--- src/sv/lsb_pkg.sv ---
// Shared types and constants for the scan binner.
`timescale 1ns / 1ps
package lsb_pkg;

    localparam logic [7:0] SYNC1_BYTE  = 8'hA5;
    localparam logic [7:0] SYNC2_BYTE  = 8'h5A;
    localparam logic [7:0] HEADER_TYPE = 8'h81;
    localparam logic [5:0] MIN_QUALITY_RESET = 6'd10;
    localparam logic [8:0] DEGREES = 9'd360;

    // Item modes
    localparam logic MODE_BYTE  = 1'b0;
    localparam logic MODE_QUERY = 1'b1;

    // Register byte addresses
    localparam logic [1:0] ADDR_MIN_QUALITY = 2'd0;

    typedef enum logic [1:0] {
        PH_SYNC1,
        PH_SYNC2,
        PH_HEADER,
        PH_NODES
    } phase_t;

    typedef enum logic [2:0] {
        ST_IDLE,
        ST_CLEAR,
        ST_COMMIT_RD,
        ST_COMMIT_WR,
        ST_PUBLISH,
        ST_QUERY,
        ST_QUERY_LAST,
        ST_DONE
    } seq_state_t;

    // Result of the byte parser toward the sequencer.
    typedef struct packed {
        logic        commit;
        logic        header_error;
        logic        check_error;
        logic        sync;
        logic [5:0]  quality;
        logic [14:0] angle_word;
        logic [15:0] distance;
    } parse_result_t;

endpackage

--- src/sv/lsb_parser.sv ---
// Byte-level stream parser: sync, header and node assembly.
`timescale 1ns / 1ps
module lsb_parser
    import lsb_pkg::*;
#(
    parameter int HEADER_BYTES = 5
)
(
    input  logic          clk,
    input  logic          rst_n,
    input  logic          byte_valid,
    input  logic [7:0]    data_byte,
    output parse_result_t result
);

    localparam int HPW = $clog2(HEADER_BYTES + 1);

    phase_t          phase_reg, phase_next;
    logic [HPW-1:0]  hpos_reg, hpos_next;
    logic [2:0]      npos_reg, npos_next;
    logic [7:0]      nb0_reg, nb1_reg, nb2_reg, nb3_reg;

    // Advance the parser on each stream item
    always_comb
    begin
        phase_next = phase_reg;
        hpos_next  = hpos_reg;
        npos_next  = npos_reg;
        result     = '0;
        result.sync       = nb0_reg[0];
        result.quality    = nb0_reg[7:2];
        result.angle_word = {nb2_reg, nb1_reg[7:1]};
        result.distance   = {data_byte, nb3_reg};
        if (byte_valid)
        begin
            case (phase_reg)
                PH_SYNC1:
                begin
                    if (data_byte == SYNC1_BYTE)
                        phase_next = PH_SYNC2;
                end
                PH_SYNC2:
                begin
                    if (data_byte == SYNC2_BYTE)
                    begin
                        hpos_next  = '0;
                        phase_next = PH_HEADER;
                    end
                    else if (data_byte != SYNC1_BYTE)
                        phase_next = PH_SYNC1;
                end
                PH_HEADER:
                begin
                    hpos_next = hpos_reg + 1'b1;
                    if (hpos_reg + 1'b1 >= HPW'(HEADER_BYTES))
                    begin
                        hpos_next = '0;
                        if (data_byte == HEADER_TYPE)
                        begin
                            npos_next  = '0;
                            phase_next = PH_NODES;
                        end
                        else
                        begin
                            result.header_error = 1'b1;
                            phase_next = PH_SYNC1;
                        end
                    end
                end
                default:
                begin
                    if (npos_reg >= 3'd4)
                    begin
                        npos_next = '0;
                        if (nb1_reg[0])
                            result.commit = 1'b1;
                        else
                            result.check_error = 1'b1;
                    end
                    else
                        npos_next = npos_reg + 1'b1;
                end
            endcase
        end
    end

    // Hold parser control state
    always_ff @(posedge clk or negedge rst_n)
    begin
        if (!rst_n)
        begin
            phase_reg <= PH_SYNC1;
            hpos_reg  <= '0;
            npos_reg  <= '0;
        end
        else
        begin
            phase_reg <= phase_next;
            hpos_reg  <= hpos_next;
            npos_reg  <= npos_next;
        end
    end

    // Capture node bytes
    always_ff @(posedge clk)
    begin
        if (byte_valid && phase_reg == PH_NODES)
        begin
            case (npos_reg)
                3'd0: nb0_reg <= data_byte;
                3'd1: nb1_reg <= data_byte;
                3'd2: nb2_reg <= data_byte;
                3'd3: nb3_reg <= data_byte;
                default: ;
            endcase
        end
    end

endmodule

--- config.mk ---
export PLATFORM = sky130hd
export DESIGN_NAME = lsb_parser
export DESIGN_NICKNAME = d
export VERILOG_FILES = /design/src/sv/lsb_pkg.sv /design/src/sv/lsb_parser.sv
export SDC_FILE = /design/constraint.sdc
export NUM_CORES = 1
export LEC_CHECK = 0
export ABC_AREA = 1
export BUFFER_PORTS_ARGS = -buffer_cell sky130_fd_sc_hd__buf_2
export CORE_MARGIN = 1
export CORE_UTILIZATION = 45
export CTS_CLUSTER_SIZE = 40
export DETAILED_ROUTE_END_ITERATION = 8
export PLACE_DENSITY = 0.79
export SYNTH_ARGS = -nofsm -noshare
export SYNTH_HDL_FRONTEND = slang
export SYNTH_SLANG_ARGS = --single-unit
--- constraint.sdc ---
create_clock -name clk -period 2 [get_ports clk]
set_input_delay 0.2 -clock clk [delete_from_list [all_inputs] [get_ports clk]]
set_output_delay 0.2 -clock clk [all_outputs]
set_load 0.1 [all_outputs]
==> run_results.csv, run 1 <==
group,metric,value,unit
power,powerDensity,862,nW/um^2
sta,max_slew_margin,0.675,
sta,fin_skew,0.00480,ns
synthesis,synth_area_leaders,"edfxtp_1 (48%), dfrtp_1 (10%), ha_1 (7.7%), buf_4 (5.8%), nand2_1 (4.8%)",
sta,rsz0062_at_grt,"no",
finish,most-common-layout-cells,"buf_2 (50), edfxtp_1 (31), nand2_1 (25), inv_1 (21), nor2_1 (13)",
sta,setup_slack,0.137,ns
detailed_routing,drt_iter0_markers,88,
synthesis,avgSynthCellArea,11.3,sq um
global_route,gr-usage-all-layers,0.164,
critical_path,critical-path-max-stage-delay,0.39,ns
global_route,antenna_found_initial,0,
power,intPower,1420,uW
critical_path,worst_setup_path_start_kind,"flip-flop",
detailed_routing,vias,1243,
sta,fmax,537,MHz
global_route,first_global_vias,1093,
synthesis,ys_seq_elements,39,
synthesis,synth.distinct_cells,21,
synthesis,synth_top_area_frac,0.478,
synthesis,yosys_most_used_dff,"edfxtp_1",
critical_path,path_buf_inv,2,
power,clockPowerShare,0.312,
sta,final.min_clock_period,1.86,ns
synthesis,synth-async-reset-ratio,0.205,
synthesis,synthCells,172,
placed_design,port_buffers,51,
synthesis,synth_edf_count,31,
sta,setup_viol,0,
placed_design,place_ws,0.406,ns
finish,drive_gt1_frac,0.398,
sta,hold_viol_final,0,
cts,cts_tree,"done",
power,cellLeakagePower,0.00100,uW
cts,numCtsBuffers,5,
cts,cts_max_level,2,
critical_path,crit_fanout,5,
critical_path,critical_path_class,"reg -> out",
detailed_routing,drt-pass1-iter-count,4,
detailed_routing,post_drt_wl_per_cell,12.3,um
sta,tightest_slew,0.491,ns
cts,clk_pin_slew_worst_paths,0.07,ns
finish,n_fill_cell,347,
synthesis,synthesis.area,1950,sq um
global_route,grt_remaining_overflow,0,
sta,period_share,0.931,
detailed_routing,route.detailed.drc,0,
power,total_power,2000,uW
hold_path,hp-class,"in -> reg",
floorplanning,design.core.area,4090,sq um
cts,clk-insertion-delay-late,0.29,ns
finish,final_common_cell,"buf_2",
critical_path,crit_chain,"inv_1, ha_1, nor2_1, nand2_1, nand2_4, nor3_4, buf_12",
floorplanning,dieWidth,67.8,um
synthesis,synth_top_area_cell,"edfxtp_1",
finish,diodes,0,
finish,seqCellArea,1130,sq um
synthesis,syn_nets,195,
synthesis,yosys_warnings,0,
detailed_routing,final_antenna_net_count,0,
cts,post_cts_buffers,0,
critical_path,critPathTopFamily,"simple AND/OR/NAND/NOR gates",
status,run_status,"completed",
floorplanning,dieArea,4590,sq um
floorplanning,num_rows,23,
finish,syn2layout_area_growth,19.4,%
power,pwr-share-seq,0.477,
detailed_routing,vias_per_cell,4.59,
cts,cts_root_buf,"clkbuf_8",
placed_design,hpwl,2620,um
global_route,grt_max_degree,13,
critical_path,cp_data_arrival_time,1.66,ns
global_route,grt_first_pass_wirelength,5140,um
sta,final_max_slew_viol_count,0,
critical_path,critPathRequiredTime,1.80,ns
power,swShare,0.293,
critical_path,cp_slowest_cell,"dfrtp_1",
critical_path,critPathCaptureType,"primary output",
floorplanning,top_level_ports,52,
power,switching_power,586,uW
synthesis,ys_seq_area_frac,0.581,
detailed_routing,drt-total-wl,3330,um
finish,multiInputGateArea,622,sq um
floorplanning,initial_core_util,0.476,
power,peakVddDrop,0.336,mV
run,maxCapViolations,0,
finish,nets,243,
placed_design,globalplace.congestion,0.794,
cts,cts_max_path_buffers,2,
cts,numClockSinks,39,
power,power.share.combinational,0.211,
floorplanning,die_y,67.8,um
stage by stage:
stage                     hold slack (ns)  setup TNS (ns)  cells  cell area (sq um)   util
after floorplan                   -0.0956          -0.261    172               1960      -
after global routing                0.163               0    271               2320  0.569
after global placement             0.0581               0    262               2200  0.539
after CTS                           0.154               0    271               2320  0.568
final                               0.164               0    271               2320  0.569
after detailed placement           0.0604               0    262               2200  0.539
layout make-up:
class	count	share of cell area
clock buffer	5	0.0296
clock inverter	3	0.0167
inverter	22	0.0355
multi-input combinational	95	0.268
sequential	39	0.487
tap	50	0.0269
timing repair buffer	57	0.137
repair_timing:
item | in CTS | in global routing
gates resized for setup | 0 | 1
endpoints found under the setup margin | 0 | 1
hold endpoints to repair | 8 | 0
hold buffers | 1 | 0
power groups by stage:
stage / Sequential, uW / Combinational, uW / Clock, uW
3_5_place_dp: 975 / 426 / 0
6_report: 955 / 422 / 625
4_1_cts: 956 / 428 / 644
5_1_grt: 961 / 486 / 674
2_1_floorplan: 964 / 352 / 0
3_3_place_gp: 973 / 419 / 0
cell usage after synthesis (2+ instances only):
master / n
a21oi_1: 2
buf_4: 15
dfrtp_1: 8
edfxtp_1: 31
ha_1: 12
inv_1: 21
nand2_1: 25
nand2_2: 9
nand2_4: 5
nand3_1: 11
nor2_1: 13
nor2_2: 3
nor2_4: 3
nor3_1: 2
o21ai_1: 6
cells by family after synthesis:
kind of cell | after synthesis | synth area share
buffers and inverters | 38 | 0.106
DFF | 39 | 0.581
adders and majority gates | 12 | 0.0772
AOI/OAI and AO/OA | 10 | 0.0354
and+or+nand+nor | 73 | 0.200
metal layers:
layer / vias to the layer above / GRT usage / routed length, um
li1: 638 / - / -
met1: 548 / 0.189 / 1440
met4: 0 / 0.0878 / 69
met3: 5 / 0.0473 / 247
met2: 52 / 0.271 / 1570
met5: - / 0 / 0
final timing paths:
path	cells past startpoint	startpoint	slack [ns]	end
worst max-delay path	7	hpos_reg[0]$_DFFE_PN0P_	0.14	result[39]
max in group asynchronous	2	rst_n	1.55	npos_reg[1]$_DFFE_PN0P_
worst min register to register	2	hpos_reg[1]$_DFFE_PN0P_	0.55	hpos_reg[1]$_DFFE_PN0P_
worst min-delay path	1	data_byte[1]	0.16	nb3_reg[1]$_DFFE_PP_
min in group asynchronous	2	rst_n	0.28	hpos_reg[0]$_DFFE_PN0P_
worst max register to register	10	hpos_reg[0]$_DFFE_PN0P_	0.48	phase_reg[1]$_DFFE_PN0P_
Power figures use the tool's default switching activity.
==> run 2: changes to the inputs <==
Settings changed: REMOVE_ABC_BUFFERS from default to 1, SKIP_LAST_GASP from default to 1.
==> run 2 against run 1 <==
  * Maximum frequency down 2.3%
  * Clock skew up 0.0028 ns
  * Global-route usage grew 0.085 points
  * Core utilization is 0.061 points lower
  * First-iteration DRC count rose by 24%
  * Hold slack improved by 0.0063 ns
  * Die area stayed put
  * Highest routed layer unchanged
==> run_results.csv, run 2 (synthesized netlist as in run 1, its figures left out) <==
group,metric,value,unit
critical_path,worst_setup_path_start_kind,"flip-flop",
floorplanning,die_y,67.8,um
cts,clk_pin_slew_worst_paths,0.07,ns
floorplanning,num_rows,23,
finish,drive_gt1_frac,0.394,
detailed_routing,drt-pass1-iter-count,4,
global_route,busiest_layer,"met2",
global_route,antenna_found_initial,0,
cts,numClockSinks,39,
placed_design,place_ws,0.287,ns
cts,cts_max_path_buffers,2,
critical_path,critPathCaptureType,"primary output",
power,peakVddDrop,0.319,mV
detailed_routing,final_antenna_net_count,0,
global_route,first_global_vias,1193,
hold_path,hold_end,"nb2_reg[1]$_DFFE_PP_",
run,maxCapViolations,0,
critical_path,reg2reg_depth,10,
detailed_routing,vias,1259,
critical_path,cp_data_arrival_time,1.71,ns
critical_path,critical_path_class,"reg -> out",
placed_design,port_buffers,51,
global_route,grt_first_pass_wirelength,5250,um
global_route,gr-usage-all-layers,0.164,
cts,cts_root_buf,"clkbuf_8",
detailed_routing,drt-total-wl,3430,um
placed_design,place_area,2190,sq um
sta,tightest_slew,0.498,ns
global_route,grtUsageMet3,0.0355,
global_route,use_met2,0.293,
power,powerDensity,862,nW/um^2
cts,clk-insertion-delay-late,0.28,ns
placed_design,globalplace.congestion,0.783,
finish,utilization,0.568,
sta,setup_slack,0.0937,ns
floorplanning,top_level_ports,52,
detailed_routing,vias_per_cell,4.65,
detailed_routing,drt_iter0_markers,109,
cts,post_cts_buffers,0,
critical_path,crit_fanout,5,
power,total_power,2000,uW
floorplanning,design.core.area,4090,sq um
hold_path,hp-class,"in -> reg",
hold_path,hold_start,"data_byte[1]",
floorplanning,dieArea,4590,sq um
sta,fin_hold_ws,0.170,ns
global_route,grt_max_degree,13,
global_route,use_met1,0.176,
sta,max_slew_margin,0.670,
sta,rsz0062_at_grt,"no",
sta,final.min_clock_period,1.91,ns
critical_path,r2r_start,"hpos_reg[0]$_DFFE_PN0P_",
status,run_status,"completed",
detailed_routing,route.detailed.drc,0,
sta,fmax,525,MHz
power,cellLeakagePower,0.00101,uW
cts,cts_max_level,2,
critical_path,r2r_end,"phase_reg[1]$_DFFE_PN0P_",
sta,fin_skew,0.00762,ns
finish,final_cell_area,2320,sq um
floorplanning,dieWidth,67.8,um
critical_path,crit_path_start,"hpos_reg[0]$_DFFE_PN0P_",
sta,setup_viol,0,
placed_design,hpwl,2690,um
finish,nets,243,
finish,most-common-layout-cells,"buf_2 (50), edfxtp_1 (31), nand2_1 (25), inv_1 (21), nor2_1 (13)",
finish,final_common_cell,"buf_2",
hold_path,hold-path-cell-count,1,
sta,period_share,0.953,
cts,numCtsBuffers,5,
cts,cts_tree,"done",
sta,final_max_slew_viol_count,0,
finish,diodes,0,
floorplanning,initial_core_util,0.476,
critical_path,ff2ff_setup_slack,0.48,ns
global_route,grt_remaining_overflow,0,
detailed_routing,post_drt_wl_per_cell,12.6,um
critical_path,critPathRequiredTime,1.80,ns
finish,syn2layout_area_growth,19.3,%
sta,hold_viol_final,0,
run 2: cell types whose count changed in the layout (fill, tap and decap cells not counted):
cell	previous run	this run
ha_1	11	12
ha_2	1	0
run 2: layout make-up:
class | instances | area, sq um
inverter | 22 | 82.6
clock inverter | 3 | 38.8
fill | 351 | 1770
clock buffer | 5 | 68.8
tap | 50 | 62.6
sequential | 39 | 1130
timing repair buffer | 57 | 318
multi-input combinational | 95 | 619
run 2: critical path: stages (launching register included):
cell and delay (ns):
dfrtp_1 0.39, inv_1 0.08, ha_1 0.30, nor2_1 0.04
nand2_1 0.10, nand2_4 0.09, nor3_4 0.22, buf_12 0.20
run 2: worst max path at each step:
stage / endpoint / slack [ns]
2_1_floorplan: result[39] / -1.26
3_3_place_gp: result[39] / 0.34
3_5_place_dp: result[39] / 0.29
4_1_cts: result[39] / 0.04
5_1_grt: result[39] / 0.002
6_report: result[39] / 0.09
run 2: timing repair:
| action | in CTS | in global routing |
|---|---|---|
| endpoints found under the hold margin | 8 | 0 |
| gates resized for setup | 1 | 1 |
| endpoints found under the setup margin | 1 | 1 |
| hold buffers | 1 | 0 |
run 2: report_power, final:
part / total, uW / internal (uW) / switching [uW]
clock network: 621 / 365 / 256
logic: 426 / 141 / 286
registers: 955 / 913 / 42.0
total: 2000 / 1420 / 583
run 2: stage by stage:
step | instances | TNS [ns]
floorplan | 156 | -1.52
global placement | 262 | 0
detailed placement | 262 | 0
CTS | 271 | 0
global route | 271 | 0
finish | 271 | 0
run 2: per-layer routing:
layer  wire length (um)  up-vias
li1                   -      638
met1               1430      569
met4                 55        0
met3                195        4
met2               1740       48
met5                  0        -
==> run 3: changes to the inputs <==
Settings changed: PLACE_DENSITY 0.79 to 0.7.
==> run 3 against run 2 <==
  * Core utilization did not move
  * Total power barely moved
  * Sequential power barely moved
  * Sequential cell count did not move
  * Maximum frequency rose by 3.7%
  * Clock power barely moved
  * Critical path type unchanged
  * Critical endpoint unchanged
  * Highest routed layer unchanged
==> run_results.csv, run 3 (synthesized netlist as in run 1, its figures left out) <==
group,metric,value,unit
status,run_status,"completed",
finish,final_cell_area,2320,sq um
critical_path,cp_data_arrival_time,1.64,ns
critical_path,cp_slowest_cell,"dfrtp_1",
critical_path,critPathCaptureType,"primary output",
detailed_routing,drt-total-wl,3240,um
power,total_power,2000,uW
sta,hold_viol_final,0,
hold_path,hp-class,"in -> reg",
cts,cts_max_path_buffers,2,
sta,setup_viol,0,
finish,final_common_cell,"buf_2",
cts,cts_root_buf,"clkbuf_8",
power,swShare,0.291,
power,clockPowerShare,0.311,
sta,setup_slack,0.163,ns
critical_path,critPathRequiredTime,1.80,ns
sta,final_max_slew_viol_count,0,
finish,syn2layout_area_growth,19.3,%
sta,period_share,0.919,
floorplanning,die_y,67.8,um
placed_design,hpwl,2490,um
global_route,antenna_found_initial,0,
cts,cts_tree,"done",
placed_design,port_buffers,51,
critical_path,crit_fanout,5,
critical_path,critical-path-max-stage-delay,0.38,ns
sta,final.min_clock_period,1.84,ns
run,maxCapViolations,0,
floorplanning,top_level_ports,52,
floorplanning,dieArea,4590,sq um
sta,fin_hold_ws,0.170,ns
finish,drive_gt1_frac,0.394,
critical_path,critPathCapture,"result[39]",
detailed_routing,post_drt_wl_per_cell,12.0,um
critical_path,crit_chain,"inv_1, ha_1, nor2_1, nand2_1, nand2_4, nor3_4, buf_12",
cts,clk-insertion-delay-late,0.29,ns
global_route,grt_first_pass_wirelength,4770,um
sta,max_slew_margin,0.671,
power,switching_power,582,uW
finish,nets,243,
critical_path,ff2ff_setup_slack,0.48,ns
detailed_routing,vias,1237,
floorplanning,num_rows,23,
cts,clk_pin_slew_worst_paths,0.07,ns
power,cellLeakagePower,0.00101,uW
finish,diodes,0,
detailed_routing,drt-pass1-iter-count,4,
floorplanning,design.core.area,4090,sq um
power,powerDensity,862,nW/um^2
critical_path,r2r_start,"hpos_reg[0]$_DFFE_PN0P_",
critical_path,reg2reg_depth,10,
finish,most-common-layout-cells,"buf_2 (50), edfxtp_1 (31), nand2_1 (25), inv_1 (21), nor2_1 (13)",
placed_design,place_area,2190,sq um
critical_path,worst_setup_path_start_kind,"flip-flop",
sta,fmax,544,MHz
global_route,gr-usage-all-layers,0.151,
power,peakVddDrop,0.441,mV
detailed_routing,drt_iter0_markers,56,
detailed_routing,vias_per_cell,4.56,
power,intPower,1420,uW
cts,numCtsBuffers,5,
power,power.share.combinational,0.213,
placed_design,place_ws,0.324,ns
sta,tns,0,ns
critical_path,crit_path_start,"hpos_reg[0]$_DFFE_PN0P_",
global_route,grt_max_degree,13,
critical_path,critical_path_class,"reg -> out",
cts,numClockSinks,39,
floorplanning,dieWidth,67.8,um
placed_design,globalplace.congestion,0.789,
sta,tightest_slew,0.497,ns
detailed_routing,final_antenna_net_count,0,
global_route,grt_remaining_overflow,0,
global_route,first_global_vias,1016,
floorplanning,initial_core_util,0.476,
sta,rsz0062_at_grt,"no",
sta,fin_skew,0.00659,ns
critical_path,r2r_end,"phase_reg[1]$_DFFE_PN0P_",
power,pwr-share-seq,0.476,
cts,cts_max_level,2,
detailed_routing,route.detailed.drc,0,
-- run 3: cell counts in the layout (fill, tap and decap cells not counted) --
No cell type changed its count.
-- run 3: through the flow --
step	instances	util
final	271	0.568
after global routing	271	0.568
after CTS	271	0.566
after detailed placement	262	0.536
after global placement	262	0.536
after floorplan	156	-
-- run 3: power by group through the flow --
stage	clock [uW]	combinational [uW]	sequential, uW
2_1_floorplan	0	276	964
3_3_place_gp	0	418	972
3_5_place_dp	0	426	972
4_1_cts	644	430	954
5_1_grt	666	491	960
6_report	621	426	953
-- run 3: cell type report --
cell class                 count  area [sq um]
multi-input combinational     95           619
timing repair buffer          57           318
clock buffer                   5          68.8
clock inverter                 3          38.8
sequential                    39          1130
fill                         348          1770
inverter                      22          82.6
tap                           50          62.6
-- run 3: critical path, delay by kind of cell (launching register included) --
family | cells | cell delay (ns)
adders and majority gates | 1 | 0.30
DFF | 1 | 0.38
buffers and inverters | 2 | 0.28
and+or+nand+nor | 4 | 0.38
-- run 3: per-layer routing --
metal  vias to the layer above  global-route usage  routed length, um
met5                         -                   0                  0
li1                        639                   -                  -
met1                       550               0.189               1470
met4                         0              0.0957                 76
met2                        41               0.230               1510
met3                         7              0.0405                191
-- run 3: repair_timing --
item / in CTS / in global routing
cloned: 0 / 0
gates resized for setup: 1 / 1
setup endpoints to repair: 1 / 1
pin swaps: 0 / 1
endpoints found under the hold margin: 8 / 0
buffers inserted: 0 / 0
hold buffers: 1 / 0
-- run 3: how the worst min path moves through the flow --
stage                 startpoint  cells after the start                      end  slack (ns)
floorplan                  rst_n                      0  hpos_reg[0]$_DFFE_PN0P_        -0.1
global placement           rst_n                      1  npos_reg[0]$_DFFE_PN0P_        0.06
detailed placement         rst_n                      1  npos_reg[0]$_DFFE_PN0P_        0.05
CTS                 data_byte[1]                      1     nb3_reg[1]$_DFFE_PP_        0.16
global route        data_byte[1]                      1     nb3_reg[1]$_DFFE_PP_        0.18
finish              data_byte[1]                      1     nb3_reg[1]$_DFFE_PP_        0.17
